[src/sv/dop_pkg.sv]
// Shared types, register indexes, marker constants and the bit-reversal
// helper for the DSD-over-PCM packer. No dependencies.
`default_nettype none

package dop_pkg;

  // Register map of the configuration write channel.
  typedef enum logic [1:0] {
    REG_CHAN_COUNT = 2'd0,
    REG_NATIVE     = 2'd1,
    REG_PER_SAMPLE = 2'd2,
    REG_SAMPLES    = 2'd3
  } reg_idx_t;

  localparam int unsigned MAX_CHANNELS_DEF = 8;

  // Wide enough to hold any effective channel count (up to 15).
  localparam int unsigned CHAN_W = 5;

  localparam logic [3:0]  CHAN_COUNT_RST = 4'd2;
  localparam logic [7:0]  MARK_EVEN      = 8'hFA;
  localparam logic [7:0]  MARK_ODD       = 8'h05;
  localparam logic [7:0]  SWAP_MASK_1    = 8'h55;
  localparam logic [7:0]  SWAP_MASK_2    = 8'h33;
  localparam logic [7:0]  SWAP_MASK_4    = 8'h0F;

  // Static settings handed from the register block to the datapath.
  typedef struct packed {
    logic [3:0]  chan_count;
    logic        native;
    logic        per_sample;
    logic [63:0] limit_dop;   // ceil(samples / 16), in output frames
    logic [63:0] limit_nat;   // ceil(samples / 8), in output frames
  } cfg_t;

  // One result item.
  typedef struct packed {
    logic [23:0] word;
    logic [2:0]  slot;
    logic        last;
  } result_t;

  // Reverse the bit order of a byte by swapping bits, pairs and nibbles.
  function automatic logic [7:0] flip_byte(input logic [7:0] v);
    logic [7:0] t;
    t = ((v >> 1) & SWAP_MASK_1) | ((v & SWAP_MASK_1) << 1);
    t = ((t >> 2) & SWAP_MASK_2) | ((t & SWAP_MASK_2) << 2);
    t = ((t >> 4) & SWAP_MASK_4) | ((t & SWAP_MASK_4) << 4);
    return t;
  endfunction

endpackage

`default_nettype wire

[src/sv/dop_cfg.sv]
// Configuration registers of the DSD-over-PCM packer, including the
// registered end-of-stream frame limits. Depends on dop_pkg.
`default_nettype none

module dop_cfg (
  input  wire logic          clk,
  input  wire logic          rst,
  input  wire logic          cfg_valid,
  output logic               cfg_ready,
  input  wire logic [1:0]    cfg_index,
  input  wire logic [63:0]   cfg_data,
  output dop_pkg::cfg_t      cfg
);
  import dop_pkg::*;

  logic [3:0]  chan_count;
  logic        native;
  logic        per_sample;
  logic [63:0] samples;
  logic [63:0] limit_dop;
  logic [63:0] limit_nat;

  assign cfg_ready = 1'b1;

  always_ff @(posedge clk) begin
    if (rst) begin
      chan_count <= CHAN_COUNT_RST;
      native     <= 1'b0;
      per_sample <= 1'b0;
      samples    <= '0;
    end else if (cfg_valid) begin
      case (reg_idx_t'(cfg_index))
        REG_CHAN_COUNT: chan_count <= cfg_data[3:0];
        REG_NATIVE:     native     <= cfg_data[0];
        REG_PER_SAMPLE: per_sample <= cfg_data[0];
        REG_SAMPLES:    samples    <= cfg_data;
        default: ;
      endcase
    end
  end

  // Limits registered from samples; user must write only while idle (unenforced).
  always_ff @(posedge clk) begin
    if (rst) begin
      limit_dop <= '0;
      limit_nat <= '0;
    end else begin
      limit_dop <= (samples >> 4) + {63'd0, |samples[3:0]};
      limit_nat <= (samples >> 3) + {63'd0, |samples[2:0]};
    end
  end

  always_comb begin
    cfg.chan_count = chan_count;
    cfg.native     = native;
    cfg.per_sample = per_sample;
    cfg.limit_dop  = limit_dop;
    cfg.limit_nat  = limit_nat;
  end

endmodule

`default_nettype wire

[src/sv/dop_pack.sv]
// Input register, frame state and single-pass packing logic of the
// DSD-over-PCM packer. Depends on dop_pkg.
`default_nettype none

module dop_pack #(
  parameter int unsigned MAX_CHANNELS = dop_pkg::MAX_CHANNELS_DEF
) (
  input  wire logic          clk,
  input  wire logic          rst,
  input  dop_pkg::cfg_t      cfg,
  input  wire logic          s_tvalid,
  output logic               s_tready,
  input  wire logic [7:0]    s_tdata,
  input  wire logic          out_free,
  output logic               res_load,
  output dop_pkg::result_t   res
);
  import dop_pkg::*;

  localparam int unsigned PW = (MAX_CHANNELS > 1) ? $clog2(MAX_CHANNELS) : 1;

  logic              in_valid;
  logic [7:0]        in_byte;
  logic [PW-1:0]     pos;
  logic              phase;
  logic [63:0]       fcnt;
  logic              done;
  logic [7:0]        held [MAX_CHANNELS];

  logic              fire;
  logic [CHAN_W-1:0] chans;
  logic [PW-1:0]     pos_eff;
  logic [PW-1:0]     pos_next;
  logic              last;
  logic [63:0]       fc_inc;
  logic              end_hit;
  logic              parity;
  logic [7:0]        marker;

  assign fire     = in_valid && out_free;
  assign s_tready = !in_valid || fire;

  always_ff @(posedge clk) begin
    if (rst) begin
      in_valid <= 1'b0;
    end else if (s_tvalid && s_tready) begin
      in_valid <= 1'b1;
    end else if (fire) begin
      in_valid <= 1'b0;
    end
  end

  always_ff @(posedge clk) begin
    if (s_tvalid && s_tready) begin
      in_byte <= s_tdata;
    end
  end

  always_comb begin
    if (cfg.chan_count == 4'd0) begin
      chans = CHAN_W'(1);
    end else if (CHAN_W'(cfg.chan_count) > CHAN_W'(MAX_CHANNELS)) begin
      chans = CHAN_W'(MAX_CHANNELS);
    end else begin
      chans = CHAN_W'(cfg.chan_count);
    end

    // A lowered channel count restarts the frame position.
    pos_eff  = (CHAN_W'(pos) >= chans) ? '0 : pos;
    last     = (CHAN_W'(pos_eff) + CHAN_W'(1)) == chans;
    pos_next = last ? '0 : pos_eff + PW'(1);

    fc_inc  = fcnt + 64'd1;
    end_hit = last && (fc_inc >= (cfg.native ? cfg.limit_nat : cfg.limit_dop));

    if (cfg.per_sample) begin
      parity = (fcnt[0] & chans[0]) ^ pos_eff[0];
    end else begin
      parity = fcnt[0];
    end
    marker = parity ? MARK_ODD : MARK_EVEN;

    res_load = fire && !done && (cfg.native || phase);
    res.slot = 3'(pos_eff);
    res.last = end_hit;
    if (cfg.native) begin
      res.word = {16'd0, flip_byte(in_byte)};
    end else begin
      res.word = {marker, held[pos_eff], in_byte};
    end
  end

  always_ff @(posedge clk) begin
    if (rst) begin
      pos   <= '0;
      phase <= 1'b0;
      fcnt  <= '0;
      done  <= 1'b0;
    end else if (fire && !done) begin
      pos <= pos_next;
      if (cfg.native) begin
        if (last) begin
          fcnt <= fc_inc;
          done <= end_hit;
        end
      end else if (!phase) begin
        if (last) begin
          phase <= 1'b1;
        end
      end else if (last) begin
        phase <= 1'b0;
        fcnt  <= fc_inc;
        done  <= end_hit;
      end
    end
  end

  // The first frame of a pair is held for the second one.
  always_ff @(posedge clk) begin
    if (fire && !done && !cfg.native && !phase) begin
      held[pos_eff] <= in_byte;
    end
  end

`ifndef SYNTH
  a_no_result_after_end: assert property (@(posedge clk) disable iff (rst)
    done |-> !res_load) else $error("result produced after end of stream");
  a_end_sticks: assert property (@(posedge clk) disable iff (rst)
    done |=> done) else $error("end of stream flag cleared without reset");
  a_load_needs_room: assert property (@(posedge clk) disable iff (rst)
    res_load |-> (in_valid && out_free)) else $error("result loaded into a full stage");
  a_phase_on_frame_end: assert property (@(posedge clk) disable iff (rst)
    (fire && !last) |=> $stable(phase)) else $error("pair phase moved mid-frame");
`endif

endmodule

`default_nettype wire

[src/sv/dop_out.sv]
// Result register of the DSD-over-PCM packer, driving the master-side
// stream. Depends on dop_pkg.
`default_nettype none

module dop_out (
  input  wire logic          clk,
  input  wire logic          rst,
  input  wire logic          res_load,
  input  dop_pkg::result_t   res,
  output logic               out_free,
  output logic               m_tvalid,
  input  wire logic          m_tready,
  output logic [23:0]        m_tdata,
  output logic [2:0]         m_tuser,
  output logic               m_tlast
);
  import dop_pkg::*;

  result_t held_res;

  assign out_free = !m_tvalid || m_tready;

  always_ff @(posedge clk) begin
    if (rst) begin
      m_tvalid <= 1'b0;
    end else if (res_load) begin
      m_tvalid <= 1'b1;
    end else if (m_tready) begin
      m_tvalid <= 1'b0;
    end
  end

  always_ff @(posedge clk) begin
    if (res_load) begin
      held_res <= res;
    end
  end

  assign m_tdata = held_res.word;
  assign m_tuser = held_res.slot;
  assign m_tlast = held_res.last;

endmodule

`default_nettype wire

[src/sv/dsd_over_pcm_packer_core.sv]
// Top level of the DSD-over-PCM packer: configuration registers, packing
// datapath and result register. Depends on dop_pkg, dop_cfg, dop_pack, dop_out.
`default_nettype none

// Usage
// The slave stream takes one DSD byte per request, channel interleaved, eight
// one-bit samples MSB first in time. In DoP mode the bytes of one frame are
// held and each byte of the following frame yields a 24-bit word made of the
// marker (0xFA or 0x05), the held byte and the new byte; in native mode every
// byte yields its bit-reversed value at once. The master stream carries the
// word in m_tdata, the channel index in m_tuser and the end-of-stream mark in
// m_tlast. Once the frame count reaches the frame limit derived from the
// programmed sample count, further input requests are accepted and dropped
// until reset. An accepted byte waits in the input register; its result, if
// any, is then loaded into the result register, which drives m_tvalid. One
// byte is accepted every cycle while the receiver does not stall; the rate
// is set by the combinational path through the packing logic, whose longest
// part is the 64-bit frame increment and limit compare.
// When the receiver stalls, the result register holds and the input register
// fills, after which s_tready drops; nothing is lost. Configuration writes are
// taken on the cfg channel in any cycle but must only be issued while idle.
// Synchronous reset clears the frame position, pair phase, frame counter and
// end flag and restores the register defaults; held bytes are not cleared.

module dsd_over_pcm_packer_core #(
  parameter int unsigned MAX_CHANNELS = dop_pkg::MAX_CHANNELS_DEF
) (
  input  wire logic          clk,
  input  wire logic          rst,
  // Configuration write channel.
  input  wire logic          cfg_valid,
  output logic               cfg_ready,
  input  wire logic [1:0]    cfg_index,
  input  wire logic [63:0]   cfg_data,
  // Input stream.
  input  wire logic          s_tvalid,
  output logic               s_tready,
  input  wire logic [7:0]    s_tdata,   // [7:0] dsd_byte
  // Output stream.
  output logic               m_tvalid,
  input  wire logic          m_tready,
  output logic [23:0]        m_tdata,   // [23:0] sample_word
  output logic [2:0]         m_tuser,   // [2:0] channel_slot
  output logic               m_tlast    // end_of_stream
);
  import dop_pkg::*;

  cfg_t    cfg;
  result_t res;
  logic    res_load;
  logic    out_free;

  dop_cfg u_cfg (
    .clk       (clk),
    .rst       (rst),
    .cfg_valid (cfg_valid),
    .cfg_ready (cfg_ready),
    .cfg_index (cfg_index),
    .cfg_data  (cfg_data),
    .cfg       (cfg)
  );

  dop_pack #(
    .MAX_CHANNELS (MAX_CHANNELS)
  ) u_pack (
    .clk      (clk),
    .rst      (rst),
    .cfg      (cfg),
    .s_tvalid (s_tvalid),
    .s_tready (s_tready),
    .s_tdata  (s_tdata),
    .out_free (out_free),
    .res_load (res_load),
    .res      (res)
  );

  dop_out u_out (
    .clk      (clk),
    .rst      (rst),
    .res_load (res_load),
    .res      (res),
    .out_free (out_free),
    .m_tvalid (m_tvalid),
    .m_tready (m_tready),
    .m_tdata  (m_tdata),
    .m_tuser  (m_tuser),
    .m_tlast  (m_tlast)
  );

endmodule

`default_nettype wire
[config.mk]
export PLATFORM = sky130hd
export DESIGN_NAME = dsd_over_pcm_packer_core
export DESIGN_NICKNAME = d
export VERILOG_FILES = /design/src/sv/dop_pkg.sv /design/src/sv/dop_cfg.sv /design/src/sv/dop_pack.sv /design/src/sv/dop_out.sv /design/src/sv/dsd_over_pcm_packer_core.sv
export SDC_FILE = /design/constraint.sdc
export NUM_CORES = 1
export LEC_CHECK = 0
export BUFFER_PORTS_ARGS = -buffer_cell sky130_fd_sc_hd__buf_4
export CAP_MARGIN = 10
export CORE_MARGIN = 2
export CORE_UTILIZATION = 45
export CTS_CLUSTER_DIAMETER = 120
export DETAILED_ROUTE_END_ITERATION = 10
export PLACE_DENSITY_LB_ADDON = 0.12
export SYNTH_ARGS = -nofsm -noshare
export SYNTH_HDL_FRONTEND = slang
export SYNTH_SLANG_ARGS = --single-unit
export TNS_END_PERCENT = 1
[constraint.sdc]
create_clock -name clk -period 7.14 [get_ports clk]
set_input_delay 1.428 -clock clk [delete_from_list [all_inputs] [get_ports clk]]
set_output_delay 1.428 -clock clk [all_outputs]
set_load 0.005 [all_outputs]
==> summary.txt, run 1 <==
Min path
  – Hold Crit Class: reg2reg
  – Hold path startpoint: u_cfg.samples[2]
  – Hold Path Stages: 2
  – Hold path endpoint: u_cfg.samples[2]

Yosys
  – Synth warnings: 0
  – Area contributors post-synth: dfxtp_1, edfxtp_1, mux2i_1
  – Post-Synthesis Cell Area: between 15000 and 20000 um2
  – Synth cell count leaders: dfxtp_1, nand2_1, nor2_1
  – EDFF count, synth: 94
  – Yosys reg bits: between 300 and 400
  – Syn_area_per_cell: 9.134 um2
  – Async S/R FF share, synth: 0%
  – Top FF cell, synth: dfxtp_1
  – Cell with the most instances after synthesis: dfxtp_1
  – Sequential share of the synthesized area: 45.45%
  – Synth Instances: 1953
  – Area leader, netlist: dfxtp_1
  – Syn nets: around 2.1k
  – Post-synth cell types: 66
  – Area share of the largest cell type after synthesis: between 20% and 30%

Setup path
  – Worst setup EP type: flip-flop
  – Launch point of the worst reg-to-reg path: u_cfg.chan_count[2]
  – CP arrival: 5070 ps
  – Worst path max stage delay: ~400 ps
  – CP Launch Type: flip-flop
  – Setup crit start: u_cfg.chan_count[2]
  – Crit path cell chain: o21ba_2, nor2_1, ha_1, nand2b_1, a21o_1, a21oi_1, o21ai_4, inv_1, ha_1, xor2_1, mux2i_1, a31oi_1, o32ai_1, a31oi_4, buf_4, nor3b_1, mux2_2
  – Critical Path RT: 7580 ps
  – Worst Path Max Fanout: 120
  – Critical path class: reg2reg
  – R2R setup slack: 2510 ps
  – Worst R2R Path Depth: 17
  – CP most frequent cell: ha_1
  – Critical Path Slowest Stage Cell: buf_4
  – Worst r2r dst: u_pack.fcnt[63]

Global routing
  – Initial antenna violation count: 0
  – Vias in the first global route: about 13k
  – Largest net degree at the start of global routing: 121
  – GRT Util Overall: 21.42%
  – First-pass GRT wire length: 70590 um
  – Grt ovf: 0

Timing
  – Clock skew: roughly 16 ps
  – Final hold viol count: 0
  – Achievable Freq: about 0.22 GHz
  – Setup_tns: 0 ps
  – Fin Hold WS: 452.9 ps
  – Slew Limit Headroom: 26.69%
  – Final Max Tran Viols: 0
  – Final setup fails: 0
  – Final period util: 64.78%
  – RSZ-0062 raised after global routing: no
  – Slew of the pin with the lowest slew margin: 1100 ps
  – Minimum clock period: 4625 ps

Layout
  – Fill count: 3644
  – Fin nets: 2145
  – Area of the multi-input gates: roughly 9000 um2
  – Layout cells sized above 1: 11.09%
  – Area grow syn2layout: 13.57%
  – Antenna diode count: 0
  – Sequential Area: approximately 8100 um2
  – Fin cells: roughly 2.5k

Clock tree
  – Total CTS buffers: 41
  – Root Buffer Master: clkbuf_16
  – Setup Fix Bufs, Post-CTS: 0
  – Post-CTS sizing: 0
  – Worst-Skew Late Latency: roughly 560 ps
  – CTS tree: built
  – Clk sinks: 358
  – Hold Buf Count CTS: 0
  – CTS max path bufs: 3
  – H-tree depth: 2
  – CTS clk-pin slew, worst paths: about 60 ps

Detailed routing
  – Drt via density: between 5 and 6
  – Pre-antenna DRT Iters: 5
  – Iter 0 DRT Violations: 849
  – Wire per inst: ~17 um
  – Post-route ant nets: 0
  – Vias: 13.78k
  – Drc violations: 0
  – Total Routed Length: between 40000 and 50000 um

Floorplanning
  – Std cell rows: 72
  – Die W: about 200 um
  – Core Region: 38920 um2
  – I/O pin count: 110
  – Starting Density: 45.84%
  – Die Span Y: 203.1 um
  – Die footprint: around 41000 um2

Place
  – IO buf count: 108
  – Placed wire-length estimate: 31220 um
  – Placed Cells: 2470
  – RD Place Congestion: 0.9102

Run
  – Number of max-cap violations: 0

Power and ir drop
  – Leak Pwr: 7.153 nW
  – Peak supply drop: 154.1 uV
  – PwrDens: 224.2 nW/um2

Status
  – Status: complete, no violations
[kinds of logic (layout without fill, tap and decap cells)]
logic type | Yosys count | in the layout | synth area share, %
AND/OR/NAND/NOR | 798 | 798 | 21.92
flip-flops | 358 | 358 | 45.45
AO/OA/AOI/OAI | 323 | 323 | 10.26
XOR/XNOR | 151 | 151 | 7.414
buffers and inverters | 136 | 211 | 3.388
multiplexers | 115 | 115 | 6.565
adder cells (fa/ha/maj) | 71 | 71 | 4.980
other | 1 | 1 | 0.02102
[placed cells by master, fill, tap and decap left out, drive strengths merged, types with 21 or more instances in the layout]
cell type,count
dfxtp,264
nand2,241
nor2,203
a21oi,172
buf,117
mux2i,99
edfxtp,94
xnor2,83
o21ai,81
ha,71
xor2,68
or3,66
nand3,66
nand4,58
clkbuf,55
or4,29
nor3,28
nor2b,21
nor4,21
[layout make-up]
class / instances / area share [%]
clock buffer: 54 / 5.614
inverter: 17 / 0.3150
tap: 518 / 3.199
timing repair buffer: 118 / 4.404
clock inverter: 22 / 1.204
multi-input combinational: 1459 / 45.22
sequential: 358 / 40.04
[flip-flops by register name (all words and copies together) (netlist names), 3 cells and up]
name and flops:
u_cfg.chan_count 4, u_cfg.samples 64, u_out.m_tuser 3, u_pack.in_byte 8
u_pack.held 64, u_out.m_tdata 18, u_cfg.limit_nat 62, u_pack.pos 3
u_pack.fcnt 64, u_cfg.limit_dop 61
[per-stage QoR]
step	worst slack [ps]	power [mW]	utilization, %	instance area, um2
after floorplan	2764	2.343	-	17840
after global placement	2710	2.431	48.50	18880
after detailed placement	2544	2.435	48.50	18880
after CTS	2528	4.591	52.05	20260
after global routing	2103	4.691	52.05	20260
final	2515	4.541	52.05	20260
[critical path: cells and delay by family, from the launching register on]
kind                       cells  cell delay (ps)
xor gates and xnor gates       1              270
AOI/OAI and AO/OA              7             1440
buffers and inverters          2              520
muxes                          2              590
adders and majority gates      2              550
and+or+nand+nor                3              690
DFF                            1              350
[worst max-delay path by stage]
stage,end,slack (ps),cells past startpoint
2_1_floorplan,u_pack.fcnt[49],2760,20
3_3_place_gp,u_pack.done,2710,16
3_5_place_dp,u_pack.done,2540,16
4_1_cts,u_pack.done,2530,16
5_1_grt,u_pack.fcnt[63],2100,17
6_report,u_pack.fcnt[63],2510,17
[layer usage]
layer / GRT usage (%) / vias up / wire length, um
li1: - / 7008 / -
met1: 30.26 / 6435 / 21370
met2: 34.28 / 291 / 20030
met3: 2.713 / 50 / 1797
met4: 6.413 / 0 / 932
met5: 0 / - / 0
[where the power goes]
| group | total [mW] | internal (mW) | switching, mW |
|---|---|---|---|
| registers | 2.17 | 2.12 | 0.0476 |
| clock network | 2.15 | 1.31 | 0.847 |
| logic | 0.218 | 0.0989 | 0.119 |
Power figures use the tool's default switching activity.
==> run 2, diff against run 1 <==
clock period = 3.7 ns   (was 7.14 ns; I/O delays follow)
==> run 2 against run 1 <==
  * Worst setup slack got worse by 2500 ps
  * Die area unchanged
  * Non-clock buffer count increased by 103
  * Cell area increased by 5.8%
  * Routed wire length increased by 5.6%
  * Utilization increased by 3.0 points
  * Largest cell class unchanged
==> summary.txt, run 2 (synthesized netlist as in run 1, its figures left out) <==
Floorplanning
  – Die W: 203.1 um (unchanged)
  – Die footprint: 41250 um2 (unchanged)
  – Std cell rows: 72 (unchanged)
  – I/O pin count: 110 (unchanged)
  – Starting Density: 45.84% (unchanged)
  – Die Span Y: 203.1 um (unchanged)
  – Core Region: 38920 um2 (unchanged)

Timing
  – Final hold viol count: 0 (unchanged)
  – Fin Hold WS: 368.9 ps (-84.02 ps)
  – Final Max Tran Viols: 0 (unchanged)
  – Final setup fails: 0 (unchanged)
  – Minimum clock period: 3677 ps (-947.9 ps)
  – Slew of the pin with the lowest slew margin: 1113 ps (+13.12 ps)
  – Final period util: 99.38% (+35 points)
  – RSZ-0062 raised after global routing: yes
  – Clock skew: 17.93 ps (+1.828 ps)
  – Achievable Freq: 0.2719 GHz (+26%)
  – Slew Limit Headroom: 25.82% (-0.87 points)

Power and ir drop
  – PwrDens: 403.7 nW/um2 (+80%)
  – Switch Pwr: 1.942 mW (+92%)
  – Clock power share: 46.2% (-1.2 points)
  – Flop pwr share: 48.3% (+0.5 points)
  – Int Power: 6.709 mW (+90%)
  – Sw Ratio: 22.45% (+0.13 points)
  – Peak supply drop: 284.5 uV (+85%)
  – Total power: 8.652 mW (+91%)
  – Share of total power in combinational logic: 5.5% (+0.7 points)
  – Leak Pwr: 7.813 nW (+9.2%)

Global routing
  – Initial antenna violation count: 0 (unchanged)
  – Grt ovf: 0 (unchanged)
  – First-pass GRT wire length: 74070 um (+4.9%)
  – Vias in the first global route: 13.68k (+5.9%)
  – GRT Util Overall: 22.31% (+0.90 points)
  – Largest net degree at the start of global routing: 141 (+17%)

Clock tree
  – Total CTS buffers: 40 (-2.4%)
  – H-tree depth: 2 (unchanged)
  – CTS max path bufs: 3 (unchanged)
  – CTS tree: built
  – Hold Buf Count CTS: 0 (unchanged)
  – CTS clk-pin slew, worst paths: 60 ps (about the same)
  – Root Buffer Master: clkbuf_16
  – Clk sinks: 358 (unchanged)
  – Worst-Skew Late Latency: 560 ps (about the same)

Layout
  – Most frequent cells in the layout: dfxtp_1, nand2_1, buf_4
  – Fin cells: 2644 (+3.8%)
  – Regs by FF count: u_cfg.samples (64), u_pack.fcnt (64), u_pack.held (64)
  – Antenna diode count: 0 (unchanged)
  – Layout cells sized above 1: 18.11% (+7.0 points)
  – Area grow syn2layout: 20.14%
  – Finished Cell Area: 21430 um2 (+5.8%)
  – Fill count: 3580 (-1.8%)
  – Finished Core Util: 55.07% (+3.0 points)
  – Fin nets: 2247 (+4.8%)
  – Commonest non-fill, non-tap cell in the layout: dfxtp_1

Setup path
  – R2R setup slack: 20 ps (-2490 ps)
  – CP Launch Type: flip-flop
  – Crit path cell chain: o21ba_4, nor2_4, ha_4, nand2b_4, a21o_1, a21o_1, nand2b_1, and2_4, ha_4, xor2_4, mux2i_1, a31oi_1, o32ai_2, a31oi_4, buf_12, buf_12, buf_8, or3_1, a21oi_1
  – CP arrival: 4140 ps (-930 ps)
  – Critical Path RT: 4160 ps (-3420 ps)
  – Critical Path Slowest Stage Cell: dfxtp_2
  – Worst Path Max Fanout: 8 (-93%)
  – Worst path max stage delay: 330 ps (-60 ps)
  – Critical path class: reg2reg
  – Worst setup EP type: flip-flop

Detailed routing
  – Pre-antenna DRT Iters: 5 (unchanged)
  – Vias: 14.36k (+4.2%)
  – Iter 0 DRT Violations: 965 (+14%)
  – Post-route ant nets: 0 (unchanged)
  – Wire per inst: 17.63 um (+1.7%)
  – Drt via density: 5.431 (+0.32%)
  – Total Routed Length: 46620 um (+5.6%)
  – Drc violations: 0 (unchanged)

Place
  – RD Place Congestion: 0.8970 (-1.5%)
  – IO buf count: 108 (unchanged)
  – Post-DP Area: 19710 um2 (+4.4%)
  – Placed Cells: 2565 (+3.8%)
  – Placed wire-length estimate: 32190 um (+3.1%)

Min path
  – Hold Crit Class: in2reg

Run
  – Number of max-cap violations: 0 (unchanged)

Status
  – Status: complete, no violations
-- run 2: changes by cell type in the layout (fill, tap and decap cells not counted), moves of 9 or more --
cell     previous run  this run
buf_4             117       208
or4_4               0         9
a21oi_2             0        12
dfxtp_2             0         9
a21oi_1           172       160
dfxtp_1           263       254
-- run 2: cell type report --
| type | instances | area, um2 | share of cell area [%] |
|---|---|---|---|
| Timing Repair Buffer | 221 | 1827 | 8.524 |
| Clock buffer | 57 | 1155 | 5.389 |
| Inverter | 17 | 66.31 | 0.3094 |
| Multi-Input combinational cell | 1459 | 9445 | 44.07 |
| Clock inverter | 14 | 167.7 | 0.7823 |
| Sequential cell | 358 | 8123 | 37.90 |
| Tap cell | 518 | 648.1 | 3.024 |
-- run 2: what timing repair did --
action                     CTS  global route
buffers inserted             0             3
pin swaps                    1            34
setup endpoints to repair   29            66
gates resized for setup      7            54
gates cloned                 2             3
-- run 2: final timing paths --
| kind | start | to | depth (start not counted) |
|---|---|---|---|
| worst max-delay path | u_cfg.chan_count[1] | u_pack.fcnt[2] | 19 |
| worst min-delay path | s_tdata[7] | u_pack.in_byte[7] | 1 |
| worst max register to register | u_cfg.chan_count[1] | u_pack.fcnt[2] | 19 |
| worst min register to register | u_cfg.samples[2] | u_cfg.samples[2] | 2 |
-- run 2: per-layer routing --
metal	track usage, %	up-vias	part of all wire (%)
met5	0	-	0
met4	5.787	0	2.0
met3	3.563	64	4.1
met2	35.59	300	46
met1	31.52	6780	48
li1	-	7216	-
-- run 2: critical path, delay by kind of cell, from the launching register on --
kind	cells	cell delay [ps]
buffers and inverters	3	450
adders and majority gates	2	360
xor gates and xnor gates	1	190
muxes	1	200
AOI/OAI and AO/OA	7	1250
DFF	1	330
and+or+nand+nor	5	800
-- run 2: power by group through the flow --
stage          logic (mW)  registers (mW)  clock network, mW
6_report            0.477            4.18               4.00
3_5_place_dp        0.468            4.26                  0
5_1_grt             0.527            4.19               4.25
3_3_place_gp        0.463            4.26                  0
2_1_floorplan       0.313            4.22                  0
4_1_cts             0.472            4.18               4.09
-- run 2: per-stage QoR --
stage,setup TNS [ps],worst slack [ps]
global route,-7548,-206.4
finish,0,22.82
CTS,0,8.286
floorplan,-13.22,-7.769
detailed placement,-614.7,-88.70
global placement,0,6.963
==> run 3, diff against run 2 <==
CORE_ASPECT_RATIO = 0.8   (was not set)
RECOVER_POWER = 50   (was not set)
==> run 3 against run 2 <==
  * Critical path depth is 1 lower
  * Combinational power is 4.4% higher
  * Non-clock buffer count is 17 higher
  * Global-route usage hardly changed
  * Critical endpoint is now u_pack.fcnt[49]
  * Largest cell class unchanged
  * Highest routed layer unchanged
==> summary.txt, run 3 (synthesized netlist as in run 1, its figures left out) <==
Setup path
  – Crit path cell chain: o21ba_4, nor2_4, ha_4, nand2b_4, a21o_1, a21o_1, nand2b_1, and2_4, ha_4, xor2_4, mux2i_1, a31oi_1, o32ai_2, a31oi_4, buf_12, clkbuf_16, nor4_2, mux2_2
  – Worst setup EP type: flip-flop
  – Critical path buffers and inverters: 2 (-1)
  – Worst path max stage delay: 360 ps (+30 ps)
  – Worst Path Max Fanout: 11 (+3)
  – Critical Path RT: 4120 ps (-40 ps)
  – CP arrival: 4070 ps (-70 ps)
  – CP top delay family: compound AO/OA/AOI/OAI gates
  – Critical path class: reg2reg
  – CP Launch Type: flip-flop
  – Critical Path Slowest Stage Cell: mux2_2

Clock tree
  – Worst-Skew Late Latency: 550 ps (about the same)
  – Total CTS buffers: 39 (-2.5%)
  – H-tree depth: 2 (unchanged)
  – Root Buffer Master: clkbuf_16
  – CTS clk-pin slew, worst paths: 60 ps (about the same)
  – CTS tree: built
  – CTS max path bufs: 3 (unchanged)
  – Hold Buf Count CTS: 0 (unchanged)
  – Clk sinks: 358 (unchanged)

Timing
  – Final hold viol count: 0 (unchanged)
  – Slew Limit Headroom: 26.21% (+0.39 points)
  – Final setup fails: 0 (unchanged)
  – Final Max Tran Viols: 0 (unchanged)
  – Clock skew: 25.35 ps (+7.422 ps)
  – Post-route worst setup slack: 52.38 ps (+29.56 ps)
  – Minimum clock period: 3648 ps (-29.56 ps)
  – RSZ-0062 raised after global routing: yes
  – Achievable Freq: 0.2742 GHz (+0.81%)
  – Slew of the pin with the lowest slew margin: 1107 ps (-5.923 ps)
  – Final period util: 98.58% (-0.80 points)

Floorplanning
  – I/O pin count: 110 (unchanged)
  – Std cell rows: 65 (-9.7%)
  – Die W: 226.6 um (+12%)
  – Core Region: 39280 um2 (+0.94%)
  – Die footprint: 41260 um2 (about the same)
  – Starting Density: 45.41% (-0.42 points)
  – Die Span Y: 182.1 um (-10%)

Layout
  – Layout cells sized above 1: 18.95% (+0.84 points)
  – Regs by FF count: u_cfg.samples (64), u_pack.fcnt (64), u_pack.held (64)
  – Fill count: 3536 (-1.2%)
  – Finished Cell Area: 21700 um2 (+1.2%)
  – Fin nets: 2263 (+0.71%)
  – Area grow syn2layout: 21.63%
  – Most frequent cells in the layout: dfxtp_1, nand2_1, buf_4
  – Commonest non-fill, non-tap cell in the layout: dfxtp_1
  – Antenna diode count: 0 (unchanged)

Detailed routing
  – Pre-antenna DRT Iters: 5 (unchanged)
  – Wire per inst: 17.56 um (-0.41%)
  – Drt via density: 5.384 (-0.87%)
  – Iter 0 DRT Violations: 1006 (+4.2%)
  – Drc violations: 0 (unchanged)
  – Post-route ant nets: 0 (unchanged)
  – Vias: 14.42k (+0.44%)
  – Total Routed Length: 47040 um (+0.91%)

Power and ir drop
  – Share of total power in combinational logic: 5.6% (about the same)
  – PwrDens: 408.8 nW/um2 (+1.3%)
  – Int Power: 6.904 mW (+2.9%)
  – Leak Pwr: 7.949 nW (+1.8%)
  – Sw Ratio: 22.16% (-0.29 points)
  – Peak supply drop: 307.1 uV (+7.9%)
  – Switch Pwr: 1.966 mW (+1.2%)
  – Flop pwr share: 47.1% (-1.2 points)
  – Clock power share: 47.2% (+1.0 points)

Place
  – IO buf count: 108 (unchanged)
  – RD Place Congestion: 0.8623 (-3.9%)
  – Post-place setup slack: -56.69 ps (+32.01 ps)
  – Post-DP Area: 19750 um2 (+0.19%)
  – Placed wire-length estimate: 32830 um (+2.0%)

Run
  – Number of max-cap violations: 0 (unchanged)

Global routing
  – Grt ovf: 0 (unchanged)
  – GRT Util Overall: 22.36% (+0.050 points)
  – Initial antenna violation count: 0 (unchanged)
  – Vias in the first global route: 13.48k (-1.4%)
  – First-pass GRT wire length: 73760 um (-0.42%)
  – Largest net degree at the start of global routing: 144 (+2.1%)

Min path
  – Hold Crit Class: in2reg

Status
  – Status: complete, no violations
## run 3: area by class of cell
| class | instances | area [um2] | area share (%) |
|---|---|---|---|
| Multi-Input combinational cell | 1459 | 9508 | 43.82 |
| Sequential cell | 358 | 8124 | 37.44 |
| Timing Repair Buffer | 238 | 1937 | 8.927 |
| Clock buffer | 53 | 1131 | 5.213 |
| Tap cell | 536 | 670.6 | 3.091 |
| Clock inverter | 18 | 260.3 | 1.199 |
| Inverter | 17 | 66.31 | 0.3056 |
## run 3: worst reg2reg max path, stage by stage, from the launching register on
cell	delay, ps
dfxtp_2	320
o21ba_4	230
nor2_4	110
ha_4	210
nand2b_4	130
a21o_1	220
a21o_1	190
nand2b_1	100
and2_4	160
ha_4	150
xor2_4	180
mux2i_1	210
a31oi_1	120
o32ai_2	200
a31oi_4	140
buf_12	170
clkbuf_16	180
nor4_2	140
mux2_2	360
## run 3: power by group through the flow
stage	combinational [mW]	clock, mW	sequential (mW)
finish	0.498	4.19	4.18
global route	0.546	4.43	4.19
CTS	0.472	4.28	4.18
detailed placement	0.466	0	4.27
global placement	0.461	0	4.26
floorplan	0.313	0	4.22
## run 3: final timing paths
path	from	end	depth (start not counted)	slack, ps
setup / recovery	u_cfg.chan_count[2]	u_pack.fcnt[49]	18	50
hold / removal	s_tdata[5]	u_pack.in_byte[5]	1	390
setup reg to reg	u_cfg.chan_count[2]	u_pack.fcnt[49]	18	50
hold reg to reg	u_cfg.samples[0]	u_cfg.samples[0]	2	460
## run 3: repair_timing
action	CTS	global route
pin swaps	3	52
setup endpoints to repair	22	63
gates resized for setup	10	61
setup buffers	0	13
gates cloned	1	4
## run 3: through the flow
stage / setup TNS (ps) / total power, mW / hold WS (ps) / cells / util, %
after global routing: -3587 / 9.167 / 377.0 / 2679 / 55.23
after global placement: 0 / 4.722 / 441.7 / 2590 / 50.27
final: 0 / 8.869 / 395.0 / 2679 / 55.23
after floorplan: -13.22 / 4.531 / 431.0 / 1953 / -
after CTS: 0 / 8.927 / 345.0 / 2662 / 54.01
after detailed placement: -255.9 / 4.732 / 444.0 / 2590 / 50.27
## run 3: metal layers
| metal | vias to the layer above | GRT usage [%] | share of wire (%) |
|---|---|---|---|
| met2 | 296 | 33.26 | 43 |
| met1 | 6850 | 34.55 | 51 |
| li1 | 7228 | - | - |
| met4 | 0 | 4.342 | 1.3 |
| met3 | 49 | 2.930 | 4.6 |
| met5 | - | 0 | 0 |
